`src/rct_pkg.sv`:
```
// Shared types, codes and decode helpers for the register constant tracker.
package rct_pkg;

	localparam logic [2:0] OP_MOV  = 3'd0;
	localparam logic [2:0] OP_PUSH = 3'd1;
	localparam logic [2:0] OP_ADD  = 3'd2;
	localparam logic [2:0] OP_SUB  = 3'd3;
	localparam logic [2:0] OP_XOR  = 3'd4;

	localparam logic [1:0] SRC_REG = 2'd0;
	localparam logic [1:0] SRC_IMM = 2'd1;

	localparam logic [4:0] NUM_REGS     = 5'd20;
	localparam logic [4:0] FIRST_HI     = 5'd4;
	localparam logic [4:0] FIRST_WORD   = 5'd8;
	localparam logic [4:0] FIRST_SEG    = 5'd12;
	localparam logic [15:0] SP_FLAG     = 16'h0100;
	localparam int          NUM_ENTRIES = 12;

	typedef logic [3:0] entry_idx_t;

	typedef enum logic [1:0] {
		PART_LO   = 2'd0,
		PART_HI   = 2'd1,
		PART_WORD = 2'd2
	} part_t;

	typedef enum logic [2:0] {
		ACT_NONE      = 3'd0,
		ACT_MOV       = 3'd1,
		ACT_ADD       = 3'd2,
		ACT_SUB       = 3'd3,
		ACT_ZERO      = 3'd4,
		ACT_FORGET    = 3'd5,
		ACT_FORGET_SP = 3'd6,
		ACT_CLEAR     = 3'd7
	} act_t;

	typedef struct packed {
		logic [15:0] mask;
		entry_idx_t  idx;
		part_t       part;
	} reg_loc_t;

	typedef struct packed {
		act_t        act;
		logic        dreg_ok;
		reg_loc_t    dst;
		logic        src_is_imm;
		reg_loc_t    src;
		logic [15:0] imm;
	} dec_item_t;

	typedef struct packed {
		logic valid_s1;
		logic exec;
	} back_stat_t;

	function automatic reg_loc_t reg_locate(input logic [4:0] r);
		reg_loc_t   loc;
		logic [4:0] off;
		loc.mask = 16'h0000;
		loc.idx  = '0;
		loc.part = PART_WORD;
		off      = 5'd0;
		if (r < FIRST_HI) begin
			loc.mask = 16'h0001 << r[3:0];
			loc.idx  = r[3:0];
			loc.part = PART_LO;
		end else if (r < FIRST_WORD) begin
			off      = r - FIRST_HI;
			loc.mask = 16'h0001 << r[3:0];
			loc.idx  = off[3:0];
			loc.part = PART_HI;
		end else if (r < FIRST_SEG) begin
			off      = r - FIRST_WORD;
			loc.mask = (16'h0001 << off[3:0]) | (16'h0010 << off[3:0]);
			loc.idx  = off[3:0];
		end else if (r < NUM_REGS) begin
			off      = r - FIRST_HI;
			loc.mask = 16'h0001 << off[3:0];
			off      = r - FIRST_WORD;
			loc.idx  = off[3:0];
		end
		return loc;
	endfunction

endpackage

```
`src/rct_front.sv`:
```
// Front end: unpacks and classifies each decoded instruction.
module rct_front
	import rct_pkg::*;
(
	input  logic [31:0] tdata,
	output dec_item_t   item
);

	logic [2:0]  op;
	logic        dst_is_reg;
	logic [4:0]  dst_reg;
	logic [1:0]  src_kind;
	logic [4:0]  src_reg;
	logic        dreg_ok;
	logic        same;

	assign op         = tdata[2:0];
	assign dst_is_reg = tdata[3];
	assign dst_reg    = tdata[8:4];
	assign src_kind   = tdata[10:9];
	assign src_reg    = tdata[15:11];

	assign dreg_ok = dst_is_reg && (dst_reg < NUM_REGS);
	assign same    = (src_kind == SRC_REG) && (src_reg == dst_reg);

	always_comb begin
		item            = '0;
		item.dreg_ok    = dreg_ok;
		item.dst        = reg_locate(dst_reg);
		item.src_is_imm = (src_kind == SRC_IMM);
		item.imm        = tdata[31:16];
		if (src_kind == SRC_REG) begin
			item.src = reg_locate(src_reg);
		end
		unique case (op)
			OP_MOV:  item.act = dreg_ok ? ACT_MOV : ACT_NONE;
			OP_PUSH: item.act = ACT_FORGET_SP;
			OP_ADD:  item.act = dreg_ok ? ACT_ADD : ACT_NONE;
			OP_SUB:  item.act = !dreg_ok ? ACT_NONE : (same ? ACT_ZERO : ACT_SUB);
			OP_XOR:  item.act = !dreg_ok ? ACT_NONE : (same ? ACT_ZERO : ACT_FORGET);
			default: item.act = ACT_CLEAR;
		endcase
	end

endmodule

```
`src/rct_queue.sv`:
```
// Two-entry queue of classified instructions between front and back.
module rct_queue
	import rct_pkg::*;
(
	input  logic      clk,
	input  logic      arst_n,
	input  logic      push,
	input  dec_item_t push_item,
	output logic      ready,
	input  logic      pop,
	output logic      head_valid,
	output dec_item_t head_item
);

	dec_item_t  slot_q [2];
	logic       wr_ptr_q;
	logic       rd_ptr_q;
	logic [1:0] count_q;

	assign ready      = (count_q != 2'd2);
	assign head_valid = (count_q != 2'd0);
	assign head_item  = slot_q[rd_ptr_q];

	always_ff @(posedge clk) begin
		if (push) begin
			slot_q[wr_ptr_q] <= push_item;
		end
	end

	always_ff @(posedge clk or negedge arst_n) begin
		if (!arst_n) begin
			wr_ptr_q <= 1'b0;
			rd_ptr_q <= 1'b0;
			count_q  <= 2'd0;
		end else begin
			if (push) begin
				wr_ptr_q <= ~wr_ptr_q;
			end
			if (pop) begin
				rd_ptr_q <= ~rd_ptr_q;
			end
			count_q <= count_q + {1'b0, push} - {1'b0, pop};
		end
	end

endmodule

```
`src/rct_back.sv`:
```
// Back end: value memory read, flag update and arithmetic, output register.
module rct_back
	import rct_pkg::*;
(
	input  logic       clk,
	input  logic       arst_n,
	input  logic       head_valid,
	input  dec_item_t  head_item,
	output logic       pop,
	output back_stat_t stat,
	output logic       out_valid,
	input  logic       out_ready,
	output logic       out_known,
	output logic [15:0] out_value
);

	logic [15:0] mem_q [NUM_ENTRIES];

	dec_item_t   item_s1;
	logic        valid_s1;
	logic [15:0] rd_dst_s1;
	logic [15:0] rd_src_s1;

	logic [15:0] flags_q;
	logic        wr_vld_q;
	entry_idx_t  wr_addr_q;
	logic [15:0] wr_data_q;
	logic [1:0]  wr_be_q;

	logic        out_valid_q;
	logic        out_known_q;
	logic [15:0] out_value_q;

	logic        exec;
	logic [15:0] dst_word;
	logic [15:0] src_word;
	logic [15:0] a_val;
	logic [15:0] b_val;
	logic        d_known;
	logic        s_known;
	logic        do_set;
	logic        do_forget;
	logic [15:0] res;
	logic [15:0] res_trunc;
	logic [15:0] flags_new;
	logic        known_new;
	logic [15:0] wr_data;
	logic [1:0]  wr_be;

	function automatic logic [15:0] bypass(input logic [15:0] rd, input entry_idx_t addr,
		input logic vld, input entry_idx_t waddr, input logic [15:0] wdata,
		input logic [1:0] be);
		logic [15:0] w;
		w = rd;
		if (vld && (waddr == addr)) begin
			if (be[0]) begin
				w[7:0] = wdata[7:0];
			end
			if (be[1]) begin
				w[15:8] = wdata[15:8];
			end
		end
		return w;
	endfunction

	function automatic logic [15:0] extract(input logic [15:0] w, input part_t part);
		logic [15:0] v;
		unique case (part)
			PART_LO: v = {8'h00, w[7:0]};
			PART_HI: v = {8'h00, w[15:8]};
			default: v = w;
		endcase
		return v;
	endfunction

	function automatic logic is_known(input logic [15:0] f, input logic [15:0] m);
		return (m != 16'h0000) && ((f & m) == m);
	endfunction

	assign exec = valid_s1 && (!out_valid_q || out_ready);
	assign pop  = head_valid && (!valid_s1 || exec);

	assign stat.valid_s1 = valid_s1;
	assign stat.exec     = exec;

	assign dst_word = bypass(rd_dst_s1, item_s1.dst.idx, wr_vld_q, wr_addr_q, wr_data_q, wr_be_q);
	assign src_word = bypass(rd_src_s1, item_s1.src.idx, wr_vld_q, wr_addr_q, wr_data_q, wr_be_q);
	assign a_val    = extract(dst_word, item_s1.dst.part);
	assign b_val    = item_s1.src_is_imm ? item_s1.imm : extract(src_word, item_s1.src.part);
	assign d_known  = is_known(flags_q, item_s1.dst.mask);
	assign s_known  = item_s1.src_is_imm || is_known(flags_q, item_s1.src.mask);

	always_comb begin
		do_set    = 1'b0;
		do_forget = 1'b0;
		res       = 16'h0000;
		flags_new = flags_q;
		unique case (item_s1.act)
			ACT_MOV: begin
				do_set    = s_known;
				do_forget = !s_known;
				res       = b_val;
			end
			ACT_ADD: begin
				do_set    = d_known && s_known;
				do_forget = !(d_known && s_known);
				res       = a_val + b_val;
			end
			ACT_SUB: begin
				do_set    = d_known && s_known;
				do_forget = !(d_known && s_known);
				res       = a_val - b_val;
			end
			ACT_ZERO: begin
				do_set = 1'b1;
			end
			ACT_FORGET: begin
				do_forget = 1'b1;
			end
			ACT_FORGET_SP: begin
				flags_new = flags_q & ~SP_FLAG;
			end
			ACT_CLEAR: begin
				flags_new = 16'h0000;
			end
			default: begin
			end
		endcase
		if (do_set) begin
			flags_new = flags_q | item_s1.dst.mask;
		end else if (do_forget) begin
			flags_new = flags_q & ~item_s1.dst.mask;
		end
	end

	assign res_trunc = (item_s1.dst.part == PART_WORD) ? res : {8'h00, res[7:0]};
	assign known_new = item_s1.dreg_ok && is_known(flags_new, item_s1.dst.mask);

	always_comb begin
		unique case (item_s1.dst.part)
			PART_LO: begin
				wr_data = {8'h00, res[7:0]};
				wr_be   = 2'b01;
			end
			PART_HI: begin
				wr_data = {res[7:0], 8'h00};
				wr_be   = 2'b10;
			end
			default: begin
				wr_data = res;
				wr_be   = 2'b11;
			end
		endcase
	end

	always_ff @(posedge clk) begin
		if (exec && do_set) begin
			if (wr_be[0]) begin
				mem_q[item_s1.dst.idx][7:0] <= wr_data[7:0];
			end
			if (wr_be[1]) begin
				mem_q[item_s1.dst.idx][15:8] <= wr_data[15:8];
			end
		end
	end

	always_ff @(posedge clk) begin
		if (pop) begin
			rd_dst_s1 <= mem_q[head_item.dst.idx];
			rd_src_s1 <= mem_q[head_item.src.idx];
			item_s1   <= head_item;
		end
		if (exec && do_set) begin
			wr_addr_q <= item_s1.dst.idx;
			wr_data_q <= wr_data;
			wr_be_q   <= wr_be;
		end
		if (exec) begin
			out_known_q <= known_new;
			out_value_q <= known_new ? (do_set ? res_trunc : a_val) : 16'h0000;
		end
	end

	always_ff @(posedge clk or negedge arst_n) begin
		if (!arst_n) begin
			valid_s1    <= 1'b0;
			flags_q     <= 16'h0000;
			wr_vld_q    <= 1'b0;
			out_valid_q <= 1'b0;
		end else begin
			if (pop) begin
				valid_s1 <= 1'b1;
			end else if (exec) begin
				valid_s1 <= 1'b0;
			end
			if (exec) begin
				flags_q <= flags_new;
			end
			if (exec && do_set) begin
				wr_vld_q <= 1'b1;
			end
			if (exec) begin
				out_valid_q <= 1'b1;
			end else if (out_ready) begin
				out_valid_q <= 1'b0;
			end
		end
	end

	assign out_valid = out_valid_q;
	assign out_known = out_known_q;
	assign out_value = out_value_q;

endmodule

```
`src/x86_register_constant_tracker_core.sv`:
```
// Top level of the x86 register constant tracker.
// Takes one decoded instruction per clock and returns one result per instruction, in order:
// whether the destination register holds a known constant afterwards, and its value (zero
// when unknown). Sustained rate is one instruction per cycle while the output is not
// stalled. Each result passes through the queue, the execute stage and the output register.
// A two-entry queue absorbs output stalls, and the input stalls once it is full. The rate is
// set by the execute stage, which reads and updates the known flags and writes the value
// memory in that stage, with the last write forwarded around the registered memory read.
module x86_register_constant_tracker_core
	import rct_pkg::*;
(
	input  logic        clk,
	input  logic        arst_n,
	input  logic        s_axis_tvalid,
	output logic        s_axis_tready,
	// op[2:0], dst_is_reg[3], dst_reg[8:4], src_kind[10:9], src_reg[15:11], src_imm[31:16]
	input  logic [31:0] s_axis_tdata,
	output logic        m_axis_tvalid,
	input  logic        m_axis_tready,
	// dst_known[0], dst_value[16:1], zero[23:17]
	output logic [23:0] m_axis_tdata
);

	dec_item_t   front_item;
	dec_item_t   head_item;
	logic        head_valid;
	logic        pop;
	back_stat_t  stat;
	logic        out_known;
	logic [15:0] out_value;

	rct_front u_front (
		.tdata (s_axis_tdata),
		.item  (front_item)
	);

	rct_queue u_queue (
		.clk        (clk),
		.arst_n     (arst_n),
		.push       (s_axis_tvalid && s_axis_tready),
		.push_item  (front_item),
		.ready      (s_axis_tready),
		.pop        (pop),
		.head_valid (head_valid),
		.head_item  (head_item)
	);

	rct_back u_back (
		.clk        (clk),
		.arst_n     (arst_n),
		.head_valid (head_valid),
		.head_item  (head_item),
		.pop        (pop),
		.stat       (stat),
		.out_valid  (m_axis_tvalid),
		.out_ready  (m_axis_tready),
		.out_known  (out_known),
		.out_value  (out_value)
	);

	assign m_axis_tdata = {7'b0000000, out_value, out_known};

	a_unknown_is_zero: assert property (@(posedge clk) disable iff (!arst_n)
		m_axis_tvalid && !m_axis_tdata[0] |-> m_axis_tdata[16:1] == 16'h0000)
		else $error("unknown result carries a nonzero value");

	a_stall_holds_exec: assert property (@(posedge clk) disable iff (!arst_n)
		m_axis_tvalid && !m_axis_tready |-> !stat.exec)
		else $error("execute stage advanced into a stalled output");

	a_stall_holds_pop: assert property (@(posedge clk) disable iff (!arst_n)
		stat.valid_s1 && m_axis_tvalid && !m_axis_tready |-> !pop)
		else $error("queue popped into an occupied execute stage");

	a_pop_fills_stage: assert property (@(posedge clk) disable iff (!arst_n)
		pop |=> stat.valid_s1)
		else $error("popped item did not reach the execute stage");

endmodule
```
`config.mk`:
```
export PLATFORM = sky130hd
export DESIGN_NAME = x86_register_constant_tracker_core
export DESIGN_NICKNAME = d
export VERILOG_FILES = /design/src/rct_pkg.sv /design/src/rct_front.sv /design/src/rct_queue.sv /design/src/rct_back.sv /design/src/x86_register_constant_tracker_core.sv
export SDC_FILE = /design/constraint.sdc
export NUM_CORES = 1
export LEC_CHECK = 0
export CORE_MARGIN = 5
export CORE_UTILIZATION = 40
export DETAILED_ROUTE_END_ITERATION = 6
export DONT_BUFFER_PORTS = 1
export GPL_TIMING_DRIVEN = 0
export PLACE_DENSITY = 0.61
export SYNTH_ARGS = -nofsm -noshare
export SYNTH_HDL_FRONTEND = slang
export SYNTH_SLANG_ARGS = --single-unit
```
`constraint.sdc`:
```
create_clock -name clk -period 9.09 [get_ports clk]
set_clock_uncertainty 0.1 [all_clocks]
set_input_delay 1.818 -clock clk [delete_from_list [all_inputs] [get_ports clk]]
set_output_delay 1.818 -clock clk [all_outputs]
set_load 0.02 [all_outputs]
```
==> run_results.csv, run 1 <==
group,metric,value,unit
floorplanning,design.die.area,0.0616,mm²
synthesis,synth-main-ff-cell,"edfxtp_1",
sta,fin_crit,5.96,ns
floorplanning,coreArea,0.0563,mm²
floorplanning,die_w,248,µm
sta,hold_viol_final,0,
worst_setup_path,cp.arrival,6.28,ns
routing,routed_via_density,5.72,
worst_hold_path,hold_path.class,"reg2reg",
worst_setup_path,critPathKind,"reg2reg",
worst_setup_path,r2r_start,"u_back.wr_addr_q[0]$_DFFE_PP_",
finish,layout.nets,2194,
grt,gr-total-overflow,0,
clock_tree,numCtsBuffers,51,
power,power_density,414,mW/mm²
routing,wl,68700,µm
synthesis,syn-cell-area,0.0227,mm²
sta,fin_crit_sh,65.5,%
routing,drt_iter0_markers,2334,
worst_setup_path,start_kind,"flop",
routing,dr_wl_met2,31100,µm
finish,area_growth,12.5,%
clock_tree,cts-root-buf,"clkbuf_16",
finish,drive_gt1_share,9.22,%
status,violations,"DRC",
floorplanning,initial_core_util,40.3,%
place,dp_hpwl,50300,µm
grt,antenna_found_initial,1,
clock_tree,clk_latency,0.59,ns
grt,grt_pass1_vias,16100,
routing,wl_per_cell,23.4,µm
place,globalplace.congestion,0.991,
sta,slew_headroom,6.84,%
synthesis,synth_cell_types,75,
clock_tree,clk_pin_slew,0.06,ns
worst_setup_path,crit_family,"compound AO/OA/AOI/OAI gates",
synthesis,syn_inst,2062,
sta,finalMaxSlewViolations,0,
synthesis,yosysSeqAreaShare,63.1,%
routing,wl_met1,28500,µm
routing,wl_met3,6520,µm
worst_setup_path,critical_path.startpoint,"u_back.wr_addr_q[0]$_DFFE_PP_",
floorplanning,num_rows,87,
clock_tree,ctsHoldBuffers,0,
routing,drcViolationCount,4,
synthesis,async_flop_share,4.78,%
flow_run,cap_violations,0,
synthesis,synth_edf_count,458,
floorplanning,die_h,248,µm
worst_setup_path,worstSetupEndpointType,"flop",
worst_setup_path,cp.required,9.41,ns
status,status,"finished with violations",
routing,via_count,16800,
power,ir_worst_vdd,0.000204,V
clock_tree,post_cts_buffers,0,
finish,layout_common_cells,"465 x nand2_1, 458 x edfxtp_1, 275 x nand3_1, 112 x clkbuf_1, 107 x nor2_1",
sta,worst_slew_pin_slew,1.39,ns
worst_setup_path,crit_chain,"xnor2_1 -> and3_1 -> clkbuf_1 -> nand2_1 -> a2111oi_0 -> a211oi_1 -> nor2_2 -> and3_1 -> nor2_1 -> xnor2_1 -> ha_1 -> o21ai_0 -> nor2_1 -> nor2_1 -> o21ai_0 -> a31oi_1 -> o211ai_1 -> nor2b_1 -> or4_1 -> nand4_1 -> o21ai_0 -> o21ai_1 -> buf_4",
clock_tree,cts_sinks,481,
worst_setup_path,path_buf_inv,2,
sta,rsz0062_at_grt,"no",
clock_tree,cts.path.max_buffers,3,
power,total_power,10.6,mW
worst_hold_path,hold_start,"u_back.item_s1[44]$_DFFE_PP_",
clock_tree,htree_levels,2,
floorplanning,io_pins,62,
worst_setup_path,slowest_delay,0.85,ns
sta,timing.fmax,168,MHz
worst_setup_path,crit_fanout,13,
worst_setup_path,critPathSlowestCell,"a2111oi_0",
synthesis,avgSynthCellArea,11.0,µm²
place,io_buffers,0,
routing,top_layer_used,"met4",
grt,grt.total_usage,21.9,%
clock_tree,post_cts_resized,0,
clock_tree,cts_tree,"yes",
grt,grt_pass1_wl,102000,µm
grt,grt_max_degree,39,
synthesis,postSynthRegisterBits,481,
routing,firstDrtPassIters,7,
synthesis,yosysWarnings,0,
sta,finalSetupViolCount,0,
place,placed_area,0.0239,mm²
routing,antenna_left,0,
finish,final_common_cell,"nand2_1",
finish,finalInstanceArea,0.0255,mm²
power,p_leak,9.16,nW
finish,nFillCells,5139,
synthesized netlist by cell type, types with 4 or more instances:
library cell / number / share of area [%]
xor2_1: 22 / 0.85
o31ai_1: 4 / 0.13
nor2_1: 108 / 1.8
nand2b_1: 18 / 0.50
inv_1: 50 / 0.83
nand2_1: 465 / 7.7
nor3_1: 31 / 0.68
clkbuf_1: 100 / 1.7
a221oi_1: 4 / 0.15
a2111oi_0: 4 / 0.15
buf_4: 8 / 0.26
mux2_2: 64 / 3.2
edfxtp_1: 458 / 61
o31a_1: 5 / 0.19
nor2b_1: 14 / 0.39
o21a_1: 4 / 0.13
nand3_1: 275 / 6.1
nor4_1: 12 / 0.33
o22ai_1: 12 / 0.33
nand4_1: 6 / 0.17
or3_1: 4 / 0.11
o21ai_0: 69 / 1.5
and2_1: 11 / 0.30
buf_2: 4 / 0.088
dfrtp_1: 23 / 2.5
a22o_1: 4 / 0.15
buf_1: 8 / 0.13
a21o_1: 6 / 0.20
xnor2_1: 20 / 0.77
ha_1: 19 / 1.0
a211oi_1: 15 / 0.50
a21oi_1: 78 / 1.7
mux2i_1: 20 / 0.88
a31oi_1: 36 / 0.99
and3_1: 13 / 0.36
stage by stage:
stage               hold slack, ns  setup WS, ns  utilization [%]  TNS (ns)  cells
detailed placement           0.327          2.80             42.5         0   2840
global route                 0.348          2.65             45.4         0   2937
global placement             0.330         -1.56             42.0    -66.00   2824
floorplan                    0.321         0.970                -         0   2068
CTS                          0.313          2.74             45.3         0   2934
finish                       0.311          3.13             45.4         0   2937
worst register-to-register path: cells and delay by family (launching register included):
family / cells / cell delay (ns)
fa+ha+maj: 1 / 0.37
compound gates: 8 / 2.12
xor+xnor: 2 / 0.36
buf+inv: 2 / 0.53
flops: 1 / 0.42
simple gates: 10 / 1.90
state kept, by name, indices dropped and copies added, names as in the netlist:
signal	cells
u_back.wr_be_q	2
u_back.out_valid	1
u_back.rd_src_s1	16
u_back.flags_q	16
u_back.out_value	16
u_queue.rd_ptr_q	1
u_back.out_known	1
u_back.mem_q	192
u_back.rd_dst_s1	16
u_back.wr_vld_q	1
u_queue.count_q	2
u_queue.wr_ptr_q	1
u_back.item_s1	65
u_back.valid_s1	1
u_back.wr_addr_q	4
u_queue.slot_q	130
u_back.wr_data_q	16
per-layer routing:
metal / GRT usage, % / vias to the layer above
met4: 8.23 / 0
li1: - / 7603
met5: 0 / -
met1: 30.5 / 8173
met2: 34.1 / 879
met3: 4.45 / 148
worst paths after layout:
| check | slack [ns] | cells past startpoint | to |
|---|---|---|---|
| worst max-delay path | 3.13 | 23 | u_back.mem_q[11][15]$_DFFE_PP_ |
| min in group asynchronous | 0.81 | 0 | u_back.out_valid$_DFFE_PN0P_ |
| worst max register to register | 3.13 | 23 | u_back.mem_q[11][15]$_DFFE_PP_ |
| worst min register to register | 0.31 | 0 | u_back.wr_addr_q[3]$_DFFE_PP_ |
| max in group asynchronous | 7.99 | 0 | u_back.wr_vld_q$_DFFE_PN0P_ |
| worst min-delay path | 0.31 | 0 | u_back.wr_addr_q[3]$_DFFE_PP_ |
where the power goes:
part	internal (mW)	switching, mW
registers	3.43	0.310
logic	1.44	3.39
clock network	1.14	0.859
total	6.02	4.56
area by class of cell:
class                           count  area (µm²)  share of cell area [%]
Antenna cell                        2        5.00                  0.0196
Buffer                            122         509                    1.99
Clock buffer                       67        1370                    5.35
Clock inverter                     27         221                   0.867
Inverter                           56         210                   0.823
Multi-Input combinational cell   1409        7740                    30.3
Sequential cell                   481       14300                    56.1
Tap cell                          756         946                    3.70
Timing Repair Buffer               17         203                   0.794
logic make-up (layout without fill, tap and decap cells):
group,after synthesis,after routing,share of synthesized area [%]
AND/OR/NAND/NOR,979,979,19.2
other,1,9,0.0165
adder cells (fa/ha/maj),20,20,1.14
multiplexers,85,85,4.11
flip-flops,481,481,63.1
XOR/XNOR,43,43,1.69
AO/OA/AOI/OAI,275,275,7.56
buffers and inverters,178,289,3.16
Note: power is estimated with default switching activity, not from simulation.
==> run 2, diff against run 1 <==
--- a/config.mk
+++ b/config.mk
@@ -5,6 +5,7 @@
 export SDC_FILE = /design/constraint.sdc
 export NUM_CORES = 1
 export LEC_CHECK = 0
+export ABC_AREA = 1
 export CORE_MARGIN = 5
 export CORE_UTILIZATION = 40
 export DETAILED_ROUTE_END_ITERATION = 6
==> constraint.sdc (replaced) <==
create_clock -name clk -period 5.9 [get_ports clk]
set_clock_uncertainty 0.1 [all_clocks]
set_input_delay 1.18 -clock clk [delete_from_list [all_inputs] [get_ports clk]]
set_output_delay 1.18 -clock clk [all_outputs]
set_load 0.02 [all_outputs]
==> run 2 against run 1 <==
Against the previous run:
- the flow now finishes without violations
- worst hold slack got worse by 0.14 ns
- final area increased by 3.5%
- largest cell class unchanged
- core utilization increased by 0.27 points
- highest routed layer is now met5
==> run_results.csv, run 2 <==
group,metric,value,unit
status,status,"finished clean",
finish,finalInstanceArea,0.0264,mm²
place,placed_area,0.0247,mm²
sta,fin_crit,5.44,ns
finish,largest-register,"u_back.mem_q",
place,globalplace.congestion,0.990,
synthesis,syn_inst,2399,
sta,fin_crit_sh,92.2,%
synthesis,yosysWarnings,0,
synthesis,synth_area_leaders,"edfxtp_1 59%, nand2_1 8.6%, o21ai_0 6.1%",
synthesis,yosysTopAreaCellShare,58.6,%
finish,layout.nets,2528,
place,dp_hpwl,57000,µm
synthesis,synth_compound_area_share,14.2,%
finish,regArea,0.0143,mm²
sta,rsz0062_at_grt,"no",
grt,grt_max_degree,57,
sta,fin_ws,0.457,ns
floorplanning,initial_core_util,40.6,%
sta,hold_viol_final,0,
synthesis,synth-xor-area-share,0.709,%
floorplanning,coreArea,0.0579,mm²
clock_tree,clk_latency,0.61,ns
synthesis,synth_area_leader_cell,"edfxtp_1",
synthesis,postSynthRegisterBits,481,
clock_tree,post_cts_buffers,0,
routing,firstDrtPassIters,6,
place,numPlacedInstances,3182,
routing,drt_iter0_markers,2134,
synthesis,ys_top_cells_by_count,"536 x nand2_1, 458 x edfxtp_1, 288 x o21ai_0",
sta,finalMaxSlewViolations,0,
finish,fin_cells,3279,
floorplanning,io_pins,62,
synthesis,async_flop_share,4.78,%
synthesis,syn-cell-area,0.0235,mm²
synthesis,synth_fa_ha_area_share,1.10,%
synthesis,synthSimpleGateAreaFrac,16.6,%
finish,largest_reg_flops,192,
worst_setup_path,cp.required,6.04,ns
synthesis,synth_top_family_by_area,"simple AND/OR/NAND/NOR gates",
clock_tree,cts_tree,"yes",
routing,drcViolationCount,0,
place,place_ws,0.177,ns
finish,multiInputGateArea,0.00770,mm²
clock_tree,cts-root-buf,"clkbuf_16",
synthesis,yosysSeqAreaShare,61.0,%
routing,routed_via_density,5.54,
synthesis,avgSynthCellArea,9.79,µm²
floorplanning,die_h,252,µm
place,io_buffers,0,
power,p_leak,10.2,nW
clock_tree,cts.path.max_buffers,3,
flow_run,cap_violations,0,
worst_setup_path,worstSetupEndpointType,"flop",
synthesis,synth_most_common_cell,"nand2_1",
finish,layout_common_cells,"536 x nand2_1, 458 x edfxtp_1, 282 x o21ai_0, 237 x inv_1, 178 x nor2_1",
power,ir_worst_vdd,0.000471,V
grt,gr-total-overflow,0,
synthesis,synth-main-ff-cell,"edfxtp_1",
finish,nFillCells,5509,
floorplanning,design.die.area,0.0637,mm²
clock_tree,numCtsBuffers,51,
finish,area_growth,12.5,%
power,power_density,670,mW/mm²
grt,grt_pass1_vias,17400,
grt,grt.total_usage,23.7,%
clock_tree,ctsHoldBuffers,0,
grt,grt_pass1_wl,113000,µm
synthesis,synth_cell_types,56,
floorplanning,die_w,252,µm
worst_setup_path,cp.arrival,5.59,ns
synthesis,synth_edf_count,458,
grt,antenna_found_initial,2,
routing,antenna_left,0,
finish,drive_gt1_share,8.04,%
floorplanning,num_rows,88,
synthesis,synth_mux_area_share,0,%
finish,n_antenna_cell,0,
clock_tree,cts_sinks,481,
routing,wl_per_cell,23.7,µm
sta,finalSetupViolCount,0,
worst_setup_path,start_kind,"flop",
routing,via_count,18200,
clock_tree,post_cts_resized,0,
sta,timing.fmax,184,MHz
worst_setup_path,crit_fanout,13,
sta,slew_headroom,11.0,%
finish,final_common_cell,"nand2_1",
worst_hold_path,hold_path.class,"in2async",
sta,worst_slew_pin_slew,1.33,ns
clock_tree,htree_levels,2,
finish,reg.largest.list,"u_back.mem_q: 192 flops, u_queue.slot_q: 130 flops, u_back.item_s1: 65 flops",
clock_tree,clk_pin_slew,0.06,ns
worst_setup_path,critPathKind,"reg2reg",
routing,wl,77600,µm
## run 2: cell families (layout without fill, tap and decap cells)
family,count (synthesis),in the layout
buffers and inverters,376,485
flip-flops,481,481
adder cells (fa/ha/maj),20,20
XOR/XNOR,19,19
AND/OR/NAND/NOR,897,897
AO/OA/AOI/OAI,605,605
other,1,7
## run 2: metal layers
metal | GRT usage (%) | wire, µm | vias to the layer above
met5 | 0 | 16 | -
met4 | 9.09 | 3160 | 2
met3 | 5.07 | 7100 | 170
met2 | 37.1 | 35000 | 867
met1 | 32.6 | 32300 | 8686
li1 | - | - | 8443
## run 2: worst paths after layout
kind / cells after the start / slack [ns] / end / startpoint
max: 16 / 0.46 / u_back.mem_q[5][7]$_DFFE_PP_ / u_back.item_s1[64]$_DFFE_PP_
max in group asynchronous: 0 / 5.44 / u_back.wr_vld_q$_DFFE_PN0P_ / arst_n
min reg2reg: 2 / 0.39 / u_back.flags_q[4]$_DFFE_PN0P_ / u_back.flags_q[4]$_DFFE_PN0P_
max reg2reg: 16 / 0.46 / u_back.mem_q[5][7]$_DFFE_PP_ / u_back.item_s1[64]$_DFFE_PP_
min in group clk: 2 / 0.39 / u_back.flags_q[4]$_DFFE_PN0P_ / u_back.flags_q[4]$_DFFE_PN0P_
min: 0 / 0.17 / u_back.flags_q[1]$_DFFE_PN0P_ / arst_n
## run 2: power by group
group	switching, mW	internal, mW	total, mW
logic	6.47	2.15	8.62
registers	0.424	5.31	5.73
clock network	1.37	2.00	3.37
## run 2: worst max-delay path, stage by stage (launching register included)
cell	delay, ns
edfxtp_1	0.47
nor2_4	0.31
inv_1	0.15
nor2_1	0.55
clkinv_1	0.47
o21ai_0	0.56
inv_1	0.10
ha_1	0.22
a21oi_1	0.19
o221ai_1	0.16
a21oi_1	0.19
nor2_1	0.07
o21ai_0	0.21
nand2_1	0.08
a21oi_1	0.13
a22oi_1	0.22
nor2_1	0.89
## run 2: final cells by class
type | count | share of cell area (%)
Buffer | 124 | 2.07
Tap cell | 765 | 3.62
Clock buffer | 62 | 4.98
Timing Repair Buffer | 14 | 0.738
Multi-Input combinational cell | 1548 | 29.1
Sequential cell | 481 | 54.2
Inverter | 252 | 3.60
Clock inverter | 33 | 1.64
## run 2: per-stage QoR
| step | power [mW] | TNS (ns) | utilization (%) | hold slack, ns |
|---|---|---|---|---|
| finish | 17.7 | 0 | 45.6 | 0.169 |
| global route | 18.7 | 0 | 45.6 | 0.126 |
| CTS | 17.6 | 0 | 45.6 | 0.120 |
| detailed placement | 14.2 | 0 | 42.6 | 0.377 |
| global placement | 14.1 | -63.67 | 42.2 | 0.373 |
| floorplan | 10.8 | 0 | - | 0.353 |
